--- src/hw/rtl/ptq_pkg.sv ---
package ptq_pkg;

  localparam int ID_W   = 4;
  localparam int MODE_W = 2;
  localparam int IVL_W  = 32;

  typedef enum logic [MODE_W-1:0] {
    MODE_ARM    = 2'd0,
    MODE_CANCEL = 2'd1,
    MODE_TICK   = 2'd2
  } ptq_mode_t;

  typedef enum logic [2:0] {
    OP_HOLD,
    OP_MARK,
    OP_COMPACT,
    OP_POP,
    OP_INSERT,
    OP_CLRFRESH
  } ptq_op_t;

  typedef enum logic [2:0] {
    ST_IDLE,
    ST_MARK,
    ST_COMPACT,
    ST_INSERT,
    ST_TCHK,
    ST_TINS
  } ptq_state_t;

  typedef struct packed {
    ptq_op_t           op;
    logic [ID_W-1:0]   id;
    logic              ins_fresh;
    logic [IVL_W-1:0]  ins_interval;
  } ptq_ctrl_t;

  typedef struct packed {
    logic              valid;
    logic              fresh;
    logic [ID_W-1:0]   id;
    logic [IVL_W-1:0]  interval;
  } ptq_meta_t;

  typedef struct packed {
    logic              fired;
    logic [ID_W-1:0]   id;
    logic              last;
    logic              any_pending;
  } ptq_res_t;

endpackage

--- src/hw/rtl/ptq_cell.sv ---
module ptq_cell
  import ptq_pkg::*;
#(
  parameter int TIME_BITS = 48
) (
  input  logic                 clk,
  input  logic                 rst_n,
  input  ptq_ctrl_t            ctrl,
  input  logic [TIME_BITS-1:0] ins_deadline,
  input  logic                 left_ins_before,
  input  ptq_meta_t            left_meta,
  input  logic [TIME_BITS-1:0] left_deadline,
  input  ptq_meta_t            right_meta,
  input  logic [TIME_BITS-1:0] right_deadline,
  output logic                 ins_before,
  output ptq_meta_t            meta,
  output logic [TIME_BITS-1:0] deadline
);

  ptq_meta_t            meta_r;
  ptq_meta_t            meta_nxt;
  logic [TIME_BITS-1:0] deadline_r;
  logic [TIME_BITS-1:0] deadline_nxt;

  // new entry goes ahead of this one; equal deadlines stay behind
  assign ins_before = !meta_r.valid || (ins_deadline < deadline_r);

  always_comb begin
    meta_nxt     = meta_r;
    deadline_nxt = deadline_r;
    unique case (ctrl.op)
      OP_HOLD: begin
      end
      OP_MARK: begin
        if (meta_r.valid && (meta_r.id == ctrl.id)) begin
          meta_nxt.valid = 1'b0;
        end
      end
      OP_COMPACT: begin
        // the hole moves one place towards the tail
        if (!meta_r.valid) begin
          meta_nxt     = right_meta;
          deadline_nxt = right_deadline;
        end else if (!left_meta.valid) begin
          meta_nxt.valid = 1'b0;
        end
      end
      OP_POP: begin
        meta_nxt     = right_meta;
        deadline_nxt = right_deadline;
      end
      OP_INSERT: begin
        if (ins_before) begin
          if (left_ins_before) begin
            meta_nxt     = left_meta;
            deadline_nxt = left_deadline;
          end else begin
            meta_nxt.valid    = 1'b1;
            meta_nxt.fresh    = ctrl.ins_fresh;
            meta_nxt.id       = ctrl.id;
            meta_nxt.interval = ctrl.ins_interval;
            deadline_nxt      = ins_deadline;
          end
        end
      end
      OP_CLRFRESH: begin
        meta_nxt.fresh = 1'b0;
      end
      default: begin
      end
    endcase
  end

  always_ff @(posedge clk) begin
    if (!rst_n) begin
      meta_r.valid <= 1'b0;
      meta_r.fresh <= 1'b0;
    end else begin
      meta_r <= meta_nxt;
    end
  end

  always_ff @(posedge clk) begin
    deadline_r <= deadline_nxt;
  end

  assign meta     = meta_r;
  assign deadline = deadline_r;

endmodule

--- src/hw/rtl/ptq_chain.sv ---
module ptq_chain
  import ptq_pkg::*;
#(
  parameter int NUM_TIMERS = 16,
  parameter int TIME_BITS  = 48
) (
  input  logic                 clk,
  input  logic                 rst_n,
  input  ptq_ctrl_t            ctrl,
  input  logic [TIME_BITS-1:0] ins_deadline,
  output ptq_meta_t            head_meta,
  output logic [TIME_BITS-1:0] head_deadline
);

  ptq_meta_t            meta_a [NUM_TIMERS];
  logic [TIME_BITS-1:0] dl_a   [NUM_TIMERS];
  logic [NUM_TIMERS-1:0] ib_a;

  for (genvar i = 0; i < NUM_TIMERS; i++) begin : g_cell
    logic                 l_ib;
    ptq_meta_t            l_meta;
    logic [TIME_BITS-1:0] l_dl;
    ptq_meta_t            r_meta;
    logic [TIME_BITS-1:0] r_dl;

    if (i == 0) begin : g_head
      assign l_ib   = 1'b0;
      assign l_meta = '{valid: 1'b1, fresh: 1'b0, id: '0, interval: '0};
      assign l_dl   = '0;
    end else begin : g_mid
      assign l_ib   = ib_a[i-1];
      assign l_meta = meta_a[i-1];
      assign l_dl   = dl_a[i-1];
    end

    if (i == NUM_TIMERS - 1) begin : g_tail
      assign r_meta = '0;
      assign r_dl   = '0;
    end else begin : g_body
      assign r_meta = meta_a[i+1];
      assign r_dl   = dl_a[i+1];
    end

    ptq_cell #(
      .TIME_BITS(TIME_BITS)
    ) u_cell (
      .clk            (clk),
      .rst_n          (rst_n),
      .ctrl           (ctrl),
      .ins_deadline   (ins_deadline),
      .left_ins_before(l_ib),
      .left_meta      (l_meta),
      .left_deadline  (l_dl),
      .right_meta     (r_meta),
      .right_deadline (r_dl),
      .ins_before     (ib_a[i]),
      .meta           (meta_a[i]),
      .deadline       (dl_a[i])
    );
  end

  assign head_meta     = meta_a[0];
  assign head_deadline = dl_a[0];

endmodule

--- src/hw/rtl/ptq_seq.sv ---
module ptq_seq
  import ptq_pkg::*;
#(
  parameter int NUM_TIMERS = 16,
  parameter int TIME_BITS  = 48
) (
  input  logic                 clk,
  input  logic                 rst_n,
  input  logic                 in_valid,
  output logic                 in_ready,
  input  logic [MODE_W-1:0]    in_mode,
  input  logic [ID_W-1:0]      in_id,
  input  logic [TIME_BITS-1:0] in_deadline,
  input  logic [IVL_W-1:0]     in_interval,
  input  logic [TIME_BITS-1:0] in_now,
  output ptq_ctrl_t            ctrl,
  output logic [TIME_BITS-1:0] ins_deadline,
  input  ptq_meta_t            head_meta,
  input  logic [TIME_BITS-1:0] head_deadline,
  input  logic                 out_free,
  output logic                 res_valid,
  output ptq_res_t             res,
  output logic [TIME_BITS-1:0] res_deadline
);

  localparam int CNT_W = $clog2(NUM_TIMERS);
  localparam int SUM_W = ((TIME_BITS > IVL_W) ? TIME_BITS : IVL_W) + 1;

  ptq_state_t           state_r, state_nxt;
  logic [CNT_W-1:0]     cnt_r, cnt_nxt;
  logic [ID_W-1:0]      op_id_r, op_id_nxt;
  logic [TIME_BITS-1:0] op_deadline_r, op_deadline_nxt;
  logic [IVL_W-1:0]     op_interval_r, op_interval_nxt;
  logic [TIME_BITS-1:0] now_r, now_nxt;
  logic                 arm_r, arm_nxt;
  logic                 hold_valid_r, hold_valid_nxt;
  logic [ID_W-1:0]      hold_id_r, hold_id_nxt;

  logic                 id_ok;
  logic                 head_due;
  logic [SUM_W-1:0]     sum;
  logic [TIME_BITS-1:0] rearm_dl;

  assign id_ok    = (32'(in_id) < 32'(NUM_TIMERS));
  assign head_due = head_meta.valid && !head_meta.fresh && (head_deadline <= now_r);
  assign sum      = SUM_W'(now_r) + SUM_W'(head_meta.interval);
  assign rearm_dl = (sum[SUM_W-1:TIME_BITS] != '0) ? {TIME_BITS{1'b1}}
                                                     : sum[TIME_BITS-1:0];

  // next state
  always_comb begin
    state_nxt = state_r;
    unique case (state_r)
      ST_IDLE: begin
        if (in_valid) begin
          unique case (ptq_mode_t'(in_mode))
            MODE_ARM, MODE_CANCEL: state_nxt = id_ok ? ST_MARK : ST_IDLE;
            MODE_TICK:             state_nxt = ST_TCHK;
            default:               state_nxt = ST_IDLE;
          endcase
        end
      end
      ST_MARK: state_nxt = ST_COMPACT;
      ST_COMPACT: begin
        if (cnt_r == CNT_W'(NUM_TIMERS - 2)) begin
          state_nxt = arm_r ? ST_INSERT : ST_IDLE;
        end
      end
      ST_INSERT: state_nxt = ST_IDLE;
      ST_TCHK: begin
        if (head_due) begin
          if (!hold_valid_r || out_free) begin
            state_nxt = (head_meta.interval != '0) ? ST_TINS : ST_TCHK;
          end
        end else if (out_free) begin
          state_nxt = ST_IDLE;
        end
      end
      ST_TINS: state_nxt = ST_TCHK;
      default: state_nxt = ST_IDLE;
    endcase
  end

  // outputs
  always_comb begin
    in_ready     = 1'b0;
    ctrl.op           = OP_HOLD;
    ctrl.id           = op_id_r;
    ctrl.ins_fresh    = 1'b0;
    ctrl.ins_interval = op_interval_r;
    ins_deadline = op_deadline_r;
    res_valid    = 1'b0;
    res          = '0;
    res_deadline = '0;
    unique case (state_r)
      ST_IDLE:    in_ready = 1'b1;
      ST_MARK:    ctrl.op = OP_MARK;
      ST_COMPACT: ctrl.op = OP_COMPACT;
      ST_INSERT:  ctrl.op = OP_INSERT;
      ST_TCHK: begin
        if (head_due) begin
          if (!hold_valid_r || out_free) begin
            ctrl.op   = OP_POP;
            res_valid = hold_valid_r;
            res.fired = 1'b1;
            res.id    = hold_id_r;
          end
        end else if (out_free) begin
          ctrl.op         = OP_CLRFRESH;
          res_valid       = 1'b1;
          res.fired       = hold_valid_r;
          res.id          = hold_valid_r ? hold_id_r : '0;
          res.last        = 1'b1;
          res.any_pending = head_meta.valid;
          res_deadline    = head_meta.valid ? head_deadline : '0;
        end
      end
      ST_TINS: begin
        ctrl.op        = OP_INSERT;
        ctrl.ins_fresh = 1'b1;
      end
      default: begin
      end
    endcase
  end

  // operand and hold registers
  always_comb begin
    cnt_nxt         = cnt_r;
    op_id_nxt       = op_id_r;
    op_deadline_nxt = op_deadline_r;
    op_interval_nxt = op_interval_r;
    now_nxt         = now_r;
    arm_nxt         = arm_r;
    hold_valid_nxt  = hold_valid_r;
    hold_id_nxt     = hold_id_r;
    unique case (state_r)
      ST_IDLE: begin
        if (in_valid) begin
          op_id_nxt       = in_id;
          op_deadline_nxt = in_deadline;
          op_interval_nxt = in_interval;
          now_nxt         = in_now;
          arm_nxt         = (ptq_mode_t'(in_mode) == MODE_ARM);
          hold_valid_nxt  = 1'b0;
        end
      end
      ST_MARK:    cnt_nxt = '0;
      ST_COMPACT: cnt_nxt = cnt_r + 1'b1;
      ST_TCHK: begin
        if (ctrl.op == OP_POP) begin
          hold_valid_nxt  = 1'b1;
          hold_id_nxt     = head_meta.id;
          op_id_nxt       = head_meta.id;
          op_interval_nxt = head_meta.interval;
          op_deadline_nxt = rearm_dl;
        end
      end
      default: begin
      end
    endcase
  end

  always_ff @(posedge clk) begin
    if (!rst_n) begin
      state_r      <= ST_IDLE;
      cnt_r        <= '0;
      arm_r        <= 1'b0;
      hold_valid_r <= 1'b0;
    end else begin
      state_r      <= state_nxt;
      cnt_r        <= cnt_nxt;
      arm_r        <= arm_nxt;
      hold_valid_r <= hold_valid_nxt;
    end
  end

  always_ff @(posedge clk) begin
    op_id_r       <= op_id_nxt;
    op_deadline_r <= op_deadline_nxt;
    op_interval_r <= op_interval_nxt;
    now_r         <= now_nxt;
    hold_id_r     <= hold_id_nxt;
  end

endmodule

--- src/hw/rtl/periodic_timer_queue.sv ---
// Sorted timer queue for up to NUM_TIMERS timers kept in a row of cells, ordered by deadline
// with equal deadlines in arming order; the head cell always holds the earliest timer. On an
// arm or a cancel the old entry is cleared and the gap it leaves walks one cell per cycle to
// the tail; an arm then places the new entry. A tick pops due timers from the head cell one
// entry a cycle while the output word is free, and a periodic refire reinserts in the
// following cycle. The output word is registered, so a result may wait on out_tready while
// work goes on.
module periodic_timer_queue
  import ptq_pkg::*;
#(
  parameter int NUM_TIMERS = 16,
  parameter int TIME_BITS  = 48
) (
  input  logic                                    clk,
  input  logic                                    rst_n,
  input  logic                                    in_tvalid,
  output logic                                    in_tready,
  // timer_id, deadline, interval, now_time
  input  logic [((36+2*TIME_BITS+7)/8)*8-1:0]     in_tdata,
  // mode
  input  logic [MODE_W-1:0]                       in_tuser,
  output logic                                    out_tvalid,
  input  logic                                    out_tready,
  // fired_id, any_pending, next_deadline
  output logic [((5+TIME_BITS+7)/8)*8-1:0]        out_tdata,
  // fired
  output logic [0:0]                              out_tuser,
  output logic                                    out_tlast
);

  ptq_ctrl_t            ctrl;
  logic [TIME_BITS-1:0] ins_deadline;
  ptq_meta_t            head_meta;
  logic [TIME_BITS-1:0] head_deadline;
  logic                 out_free;
  logic                 res_valid;
  ptq_res_t             res;
  logic [TIME_BITS-1:0] res_deadline;

  logic                 out_valid_r, out_valid_nxt;
  ptq_res_t             out_res_r;
  logic [TIME_BITS-1:0] out_dl_r;

  ptq_seq #(
    .NUM_TIMERS(NUM_TIMERS),
    .TIME_BITS (TIME_BITS)
  ) u_seq (
    .clk          (clk),
    .rst_n        (rst_n),
    .in_valid     (in_tvalid),
    .in_ready     (in_tready),
    .in_mode      (in_tuser),
    .in_id        (in_tdata[ID_W-1:0]),
    .in_deadline  (in_tdata[ID_W +: TIME_BITS]),
    .in_interval  (in_tdata[ID_W+TIME_BITS +: IVL_W]),
    .in_now       (in_tdata[ID_W+TIME_BITS+IVL_W +: TIME_BITS]),
    .ctrl         (ctrl),
    .ins_deadline (ins_deadline),
    .head_meta    (head_meta),
    .head_deadline(head_deadline),
    .out_free     (out_free),
    .res_valid    (res_valid),
    .res          (res),
    .res_deadline (res_deadline)
  );

  ptq_chain #(
    .NUM_TIMERS(NUM_TIMERS),
    .TIME_BITS (TIME_BITS)
  ) u_chain (
    .clk          (clk),
    .rst_n        (rst_n),
    .ctrl         (ctrl),
    .ins_deadline (ins_deadline),
    .head_meta    (head_meta),
    .head_deadline(head_deadline)
  );

  // output word register
  assign out_free      = !out_valid_r || out_tready;
  assign out_valid_nxt = res_valid || (out_valid_r && !out_tready);

  always_ff @(posedge clk) begin
    if (!rst_n) begin
      out_valid_r <= 1'b0;
    end else begin
      out_valid_r <= out_valid_nxt;
    end
  end

  always_ff @(posedge clk) begin
    if (res_valid) begin
      out_res_r <= res;
      out_dl_r  <= res_deadline;
    end
  end

  always_comb begin
    out_tdata                       = '0;
    out_tdata[ID_W-1:0]             = out_res_r.id;
    out_tdata[ID_W]                 = out_res_r.any_pending;
    out_tdata[ID_W+1 +: TIME_BITS]  = out_dl_r;
  end

  assign out_tvalid   = out_valid_r;
  assign out_tuser[0] = out_res_r.fired;
  assign out_tlast    = out_res_r.last;

endmodule
--- config.mk ---
export PLATFORM = sky130hd
export DESIGN_NAME = periodic_timer_queue
export DESIGN_NICKNAME = d
export VERILOG_FILES = /design/src/hw/rtl/ptq_pkg.sv /design/src/hw/rtl/ptq_cell.sv /design/src/hw/rtl/ptq_chain.sv /design/src/hw/rtl/ptq_seq.sv /design/src/hw/rtl/periodic_timer_queue.sv
export SDC_FILE = /design/constraint.sdc
export NUM_CORES = 2
export LEC_CHECK = 0
export BUFFER_PORTS_ARGS = -buffer_cell sky130_fd_sc_hd__buf_2
export CAP_MARGIN = 40
export CORE_MARGIN = 2
export CORE_UTILIZATION = 25
export CTS_BUF_LIST = sky130_fd_sc_hd__clkbuf_4 sky130_fd_sc_hd__clkbuf_8
export DETAILED_ROUTE_END_ITERATION = 12
export MAX_ROUTING_LAYER = met4
export PLACE_DENSITY = 0.45
export SYNTH_ARGS = -nofsm -noshare
export SYNTH_HDL_FRONTEND = slang
export SYNTH_SLANG_ARGS = --single-unit
--- constraint.sdc ---
create_clock -name clk -period 10.6 [get_ports clk]
set_input_delay 1.06 -clock clk [delete_from_list [all_inputs] [get_ports clk]]
set_output_delay 1.06 -clock clk [all_outputs]
set_load 0.02 [all_outputs]
After elaboration in Yosys (flattened, before gate mapping)
Cells that the tools add are included.
{"block": "word_totals", "latch_bits": 0, "mem_count": 0, "rom_bits": 0, "in_bits": 142, "mem_bits_rw": 0, "register_bits": 1577}
{"block": "op_classes", "n_eq_ne": 82, "mul": 0, "shift": 0, "add_sub_neg": 2, "magnitude_cmp": 17, "div_mod_pow": 0, "reduce_logical": 141, "n_mux": 242, "bitwise": 3}
{"op": "$mux W48", "count": 50}
{"op": "$pmux W48 S3", "count": 16}
{"op": "$pmux W36 S3", "count": 16}
{"op": "$mux W38", "count": 31}
{"op": "$lt A48 B48 Y1", "count": 16}
{"op": "$mux W37", "count": 16}
{"op": "$reduce_and A3 Y1", "count": 49}
{"op": "$pmux W1 S4", "count": 31}
{"op": "$ne A2 B2 Y1 const B", "count": 48}
{"op": "$pmux W48 S2", "count": 1}
{"op": "$reduce_and A4 Y1", "count": 17}
{"op": "$eq A4 B4 Y1", "count": 16}
{"op": "$mux W32", "count": 2}
{"op": "$pmux W32 S2", "count": 1}
{"op": "$mux W1", "count": 56}
{"op": "$add A48 B32 Y49", "count": 1}
{"op": "$le A48 B48 Y1", "count": 1}
{"op": "$reduce_bool A32 Y1", "count": 1}
{"op": "$mux W3", "count": 7}
{"op": "$logic_not A1 Y1", "count": 20}
{"op": "$logic_and A1 B1 Y1", "count": 19}
{"op": "$logic_or A1 B1 Y1", "count": 19}
{"op": "$pmux W4 S2", "count": 2}
{"op": "$pmux W3 S5", "count": 1}
{"op": "other kinds (28)", "count": 50}

Depth between registers and ports, before layout
{"block": "logic_depth", "word_depth": 10, "depth_mapped": 15, "depth_no_buf": 14}

Hierarchy
From an unflattened synthesis, not the netlist that was laid out.
{"block": "hier_totals", "cells_unflattened": 10159, "hier_area_um2": 102662.2}
{"module": "ptq_cell (u_chain.g_cell[0].u_cell ...)", "seq_area_each_um2": 2562.5, "cells_each": 570, "area_per_inst_um2": 5728.0, "instances": 15}
{"module": "ptq_seq", "seq_area_each_um2": 4264.1, "cells_each": 973, "area_per_inst_um2": 9282.7, "instances": 1}
{"module": "ptq_cell (u_chain.g_cell[15].u_cell)", "seq_area_each_um2": 2562.5, "cells_each": 571, "area_per_inst_um2": 5725.5, "instances": 1}
{"module": "periodic_timer_queue", "seq_area_each_um2": 1671.6, "cells_each": 63, "area_per_inst_um2": 1726.7, "instances": 1}
{"module": "ptq_chain", "seq_area_each_um2": 0.0, "cells_each": 2, "area_per_inst_um2": 7.5, "instances": 1}

Worst setup path before layout
No wires, ideal clock.
{"block": "synth_timing", "path_type": "register to register", "start": "reg u_seq.op_deadline_r[9] (netlist: u_seq.ins_deadline[9])", "end": "reg u_chain.g_cell[9].u_cell.deadline_r[0] (enable)", "setup_ns": 0.454, "arrival_ns": 5.027, "setup_slack_ns": 5.120, "path_stages_with_launch": 12, "required_ns": 10.146, "synth_period_minus_slack_ns": 5.480, "path_cell_list": "edfxtp_1 > ha_1 > a21o_1 > a211o_1 > a2111oi_2 > a211oi_1 > a2111oi_2 > o31ai_1 > a41o_1 > buf_6 > a22o_1 > nor2_1"}
{"block": "synth_between", "elab_chain_cells": 4}
{"item": "start, declared", "line": "ptq_seq.sv:32", "text": "logic [TIME_BITS-1:0] op_deadline_r, op_deadline_nxt;"}
{"item": "start signal, assigned", "line": "ptq_seq.sv:180", "text": "op_deadline_r <= op_deadline_nxt;"}
{"item": "$lt A48 B48 Y1", "line": "ptq_cell.sv:26", "text": "assign ins_before = !meta_r.valid || (ins_deadline < deadline_r);"}
{"item": "$logic_or A1 B1 Y1", "line": "ptq_cell.sv:26"}
{"item": "$ne A2 B1 Y1 (no source line)"}
{"item": "$reduce_and A3 Y1 (no source line)"}
{"item": "end signal, assigned", "line": "ptq_cell.sv:84", "text": "deadline_r <= deadline_nxt;"}
{"item": "end, declared", "line": "ptq_cell.sv:22", "text": "logic [TIME_BITS-1:0] deadline_r;"}
Every way passes these cells.
A chain may end at the register's enable or synchronous reset.

Worst setup path in the final report
{"block": "layout_timing", "start": "reg u_seq.op_deadline_r[9] (netlist: u_seq.ins_deadline[9])", "end": "reg u_chain.g_cell[1].u_cell.deadline_r[36] (enable)"}
{"block": "layout_between", "elab_chain_cells": 4}
{"item": "$lt A48 B48 Y1", "line": "ptq_cell.sv:26"}
{"item": "$logic_or A1 B1 Y1", "line": "ptq_cell.sv:26"}
{"item": "$ne A2 B2 Y1 (no source line)"}
{"item": "$reduce_and A3 Y1 (no source line)"}
{"item": "end signal, assigned", "line": "ptq_cell.sv:84"}
{"item": "end, declared", "line": "ptq_cell.sv:22"}
Every way passes these cells.

==> metrics <==
Area Growth Syn to Fin 13.2%; Top FF cell, synth edfxtp_1; crit path DAT 6.64 ns; Skew-Pair Late Insertion Delay 0.99 ns; Nets 11,500; initial drt markers 5,770; layout cells sized above 1 8.74%; Unique masters post-synth 78; Max clock buf depth 4; Slowest Stage Delay on Critical Path 0.62 ns; Syn Area/Cell 9.49 µm²; R2R setup slack 4.50 ns; relative slew slack 18.1%; share of flip-flops with an asynchronous set or reset 0%; WHS 0.254 ns; worst slew pin tran 1.23 ns; Setup TNS 0 ns; number of cells on the worst hold path 1; initial core utilization 25.1%; Clock transition at path regs 0.06 ns; Sink Count 1,577; status complete, no violations; hold buffer count at cts 0; die width 633 µm; Worst Hold Class in -> reg; WL/cell 20.2 µm; Core Region 393,000 µm²; DRC Markers 0; Syn. warnings 0; DRT Wirelength 322,000 µm; Worst path slowest cell a2111oi_0; initial antenna violation count 36; GR Overflow Total 0; H-Tree Depth 5; synthesized area 98,800 µm²; Seq/Total Area, Yosys 47.5%; worst path cell trace buf_4 -> ha_1 -> a211oi_1 -> nor2_1 -> or3_1 -> a2111oi_0 -> o21ai_0 -> a31oi_1 -> o21ai_4 -> buf_16 -> buf_12 -> nand2_1 -> nand2_1 -> nor2_4 -> buf_4; Synth top cells by count 1,691 x nand2_1, 1,535 x edfxtp_1, 1,445 x o21ai_0; Rows 230; Hold Path End u_seq.now_r[12]; number of synthesized flops with an enable pin 1,535; main area contributors after synthesis edfxtp_1 47%, ha_1 11%, mux2i_1 8.1%; crit start category flip-flop; die area 400,000 µm²; CTS tree yes; fill count 42,500; DRT Pass-1 Iters 6; final hold violation count 0; crit path kind reg -> reg; Seq cells post-synth 1,577; Worst VDD drop 0.0000816 V; top cell type's share of synthesized area 46.6%; hold_sp in_tdata[96]; vias per inst 4.83; post-CTS setup buffer count 0; min Tclk post-route 6.10 ns; GP Congestion 0.935; maxcap violations 0; clk_skew 0.0787 ns; cell with the most instances after synthesis nand2_1; pin count of the biggest net entering global routing 266; vias in the first global route 77,800; Root Buffer clkbuf_8; fmax 0.164 GHz; total CTS buffers 306; Critical Path RT 11.14 ns; Boundary Pins 202; final antenna-violating net count 0; PostCTS Resize Cnt 0; period utilisation layout 57.5%; die height 633 µm; count of final setup violators 0; FF-to-FF End u_chain.g_cell[1].u_cell.deadline[36]; Synth Instances 10,400; I/O Buffers 194; Synth area leader edfxtp_1; Worst R2R Start u_seq.ins_deadline[9]; Vias 77,000; worst-path fanout max 97; DP HPWL 230,000 µm; CP Capture Type flip-flop; first-pass GRT wire length 483,000 µm; R2R cell count 15; Pleak 0.0480 µW; PD cells 153 nW/µm²; RSZ-0062 raised after global routing no; GRT Total Usage 16.0%; count of pins over their slew limit 0
[worst max-delay path, delay by kind of cell, from the launching register on]
kind | cells | cell delay, ns
AO/OA/AOI/OAI | 5 | 2.18
buffers and inverters | 4 | 1.47
AND/OR/NAND/NOR | 5 | 0.87
flip-flops | 1 | 0.54
adder cells (fa/ha/maj) | 1 | 0.32
[power breakdown]
| part | internal [µW] | total, µW | switching (µW) |
|---|---|---|---|
| logic | 1080 | 3180 | 2100 |
| clock network | 3210 | 6070 | 2860 |
| registers | 7450 | 7880 | 428 |
| total | 11700 | 17100 | 5390 |
[cells by family after synthesis]
kind of cell | count (synthesis) | share of synthesized area, %
simple gates | 2922 | 12.2
xor+xnor | 99 | 0.877
mux | 804 | 8.15
compound gates | 2694 | 14.8
other cells | 1 | 0.00379
fa+ha+maj | 835 | 10.6
buf+inv | 1486 | 5.82
flops | 1577 | 47.5
[area by class of cell]
| type | count | area, µm² | share of cell area, % |
|---|---|---|---|
| antenna | 18 | 45.0 | 0.0403 |
| clock buffer | 415 | 5170 | 4.63 |
| multi-input combinational | 7357 | 46600 | 41.6 |
| inverter | 835 | 3130 | 2.80 |
| sequential | 1577 | 46900 | 42.0 |
| timing repair buffer | 403 | 2950 | 2.64 |
| clock inverter | 101 | 517 | 0.462 |
| tap | 5220 | 6530 | 5.84 |
[flip-flops by register name, indices dropped and copies added (netlist names)]
signal,flops
u_seq.op_id_r,4
u_seq.ins_deadline,48
u_chain.g_cell.u_cell.meta,608
out_tlast,1
out_dl_r,48
out_tvalid,1
u_seq.hold_valid_r,1
u_chain.g_cell.u_cell.deadline,768
out_tdata,5
out_tuser,1
u_seq.hold_id_r,4
u_seq.state_r,3
u_seq.op_interval_r,32
u_seq.cnt_r,4
u_seq.now_r,48
u_seq.arm_r,1
[placed cells by master (no fill, tap or decap), types with 74 or more instances in the layout]
cell type  netlist  layout
mux2i_1        800     800
nand4_1        130     130
a21o_1          74      74
ha_1           834     834
buf_2           96     200
nand2_1       1691    1686
nor2_1         756     724
edfxtp_1      1535    1535
inv_1          834     833
a21oi_1        807     805
o21ai_0       1445    1441
clkbuf_8         0     329
buf_4            9     175
clkbuf_4         0      87
[metrics by stage]
step                setup WS, ns  util, %  instances  instance area (µm²)  power (µW)
global placement            4.64     26.9      15400               106000       11200
CTS                         4.57     28.4      15900               112000       17300
global route                4.19     28.5      15900               112000       18100
detailed placement          4.66     27.0      15400               106000       11200
finish                      4.50     28.5      15900               112000       17100
floorplan                   5.12        -      10400                98800        9920
[routing by layer]
metal  vias up  track usage (%)  part of all wire, %
li1      37200                -                    -
met1     37800             20.8                   46
met4         0             4.23                  2.6
met2      1477             26.2                   47
met5         -                -                    0
met3       481             2.13                  4.4
[how the worst max path moves through the flow]
stage,from,to,slack [ns],depth (start not counted)
3_5_place_dp,u_seq.ins_deadline[9],u_chain.g_cell[1].u_cell.deadline[32],4.66,15
5_1_grt,u_seq.ins_deadline[9],u_chain.g_cell[1].u_cell.deadline[47],4.19,15
2_1_floorplan,u_seq.ins_deadline[9],u_chain.g_cell[9].u_cell.deadline[0],5.12,11
4_1_cts,u_seq.ins_deadline[9],u_chain.g_cell[1].u_cell.deadline[45],4.57,15
3_3_place_gp,u_seq.ins_deadline[9],u_chain.g_cell[1].u_cell.deadline[32],4.64,14
6_report,u_seq.ins_deadline[9],u_chain.g_cell[1].u_cell.deadline[36],4.50,15
(Power assumes the default switching activity.)
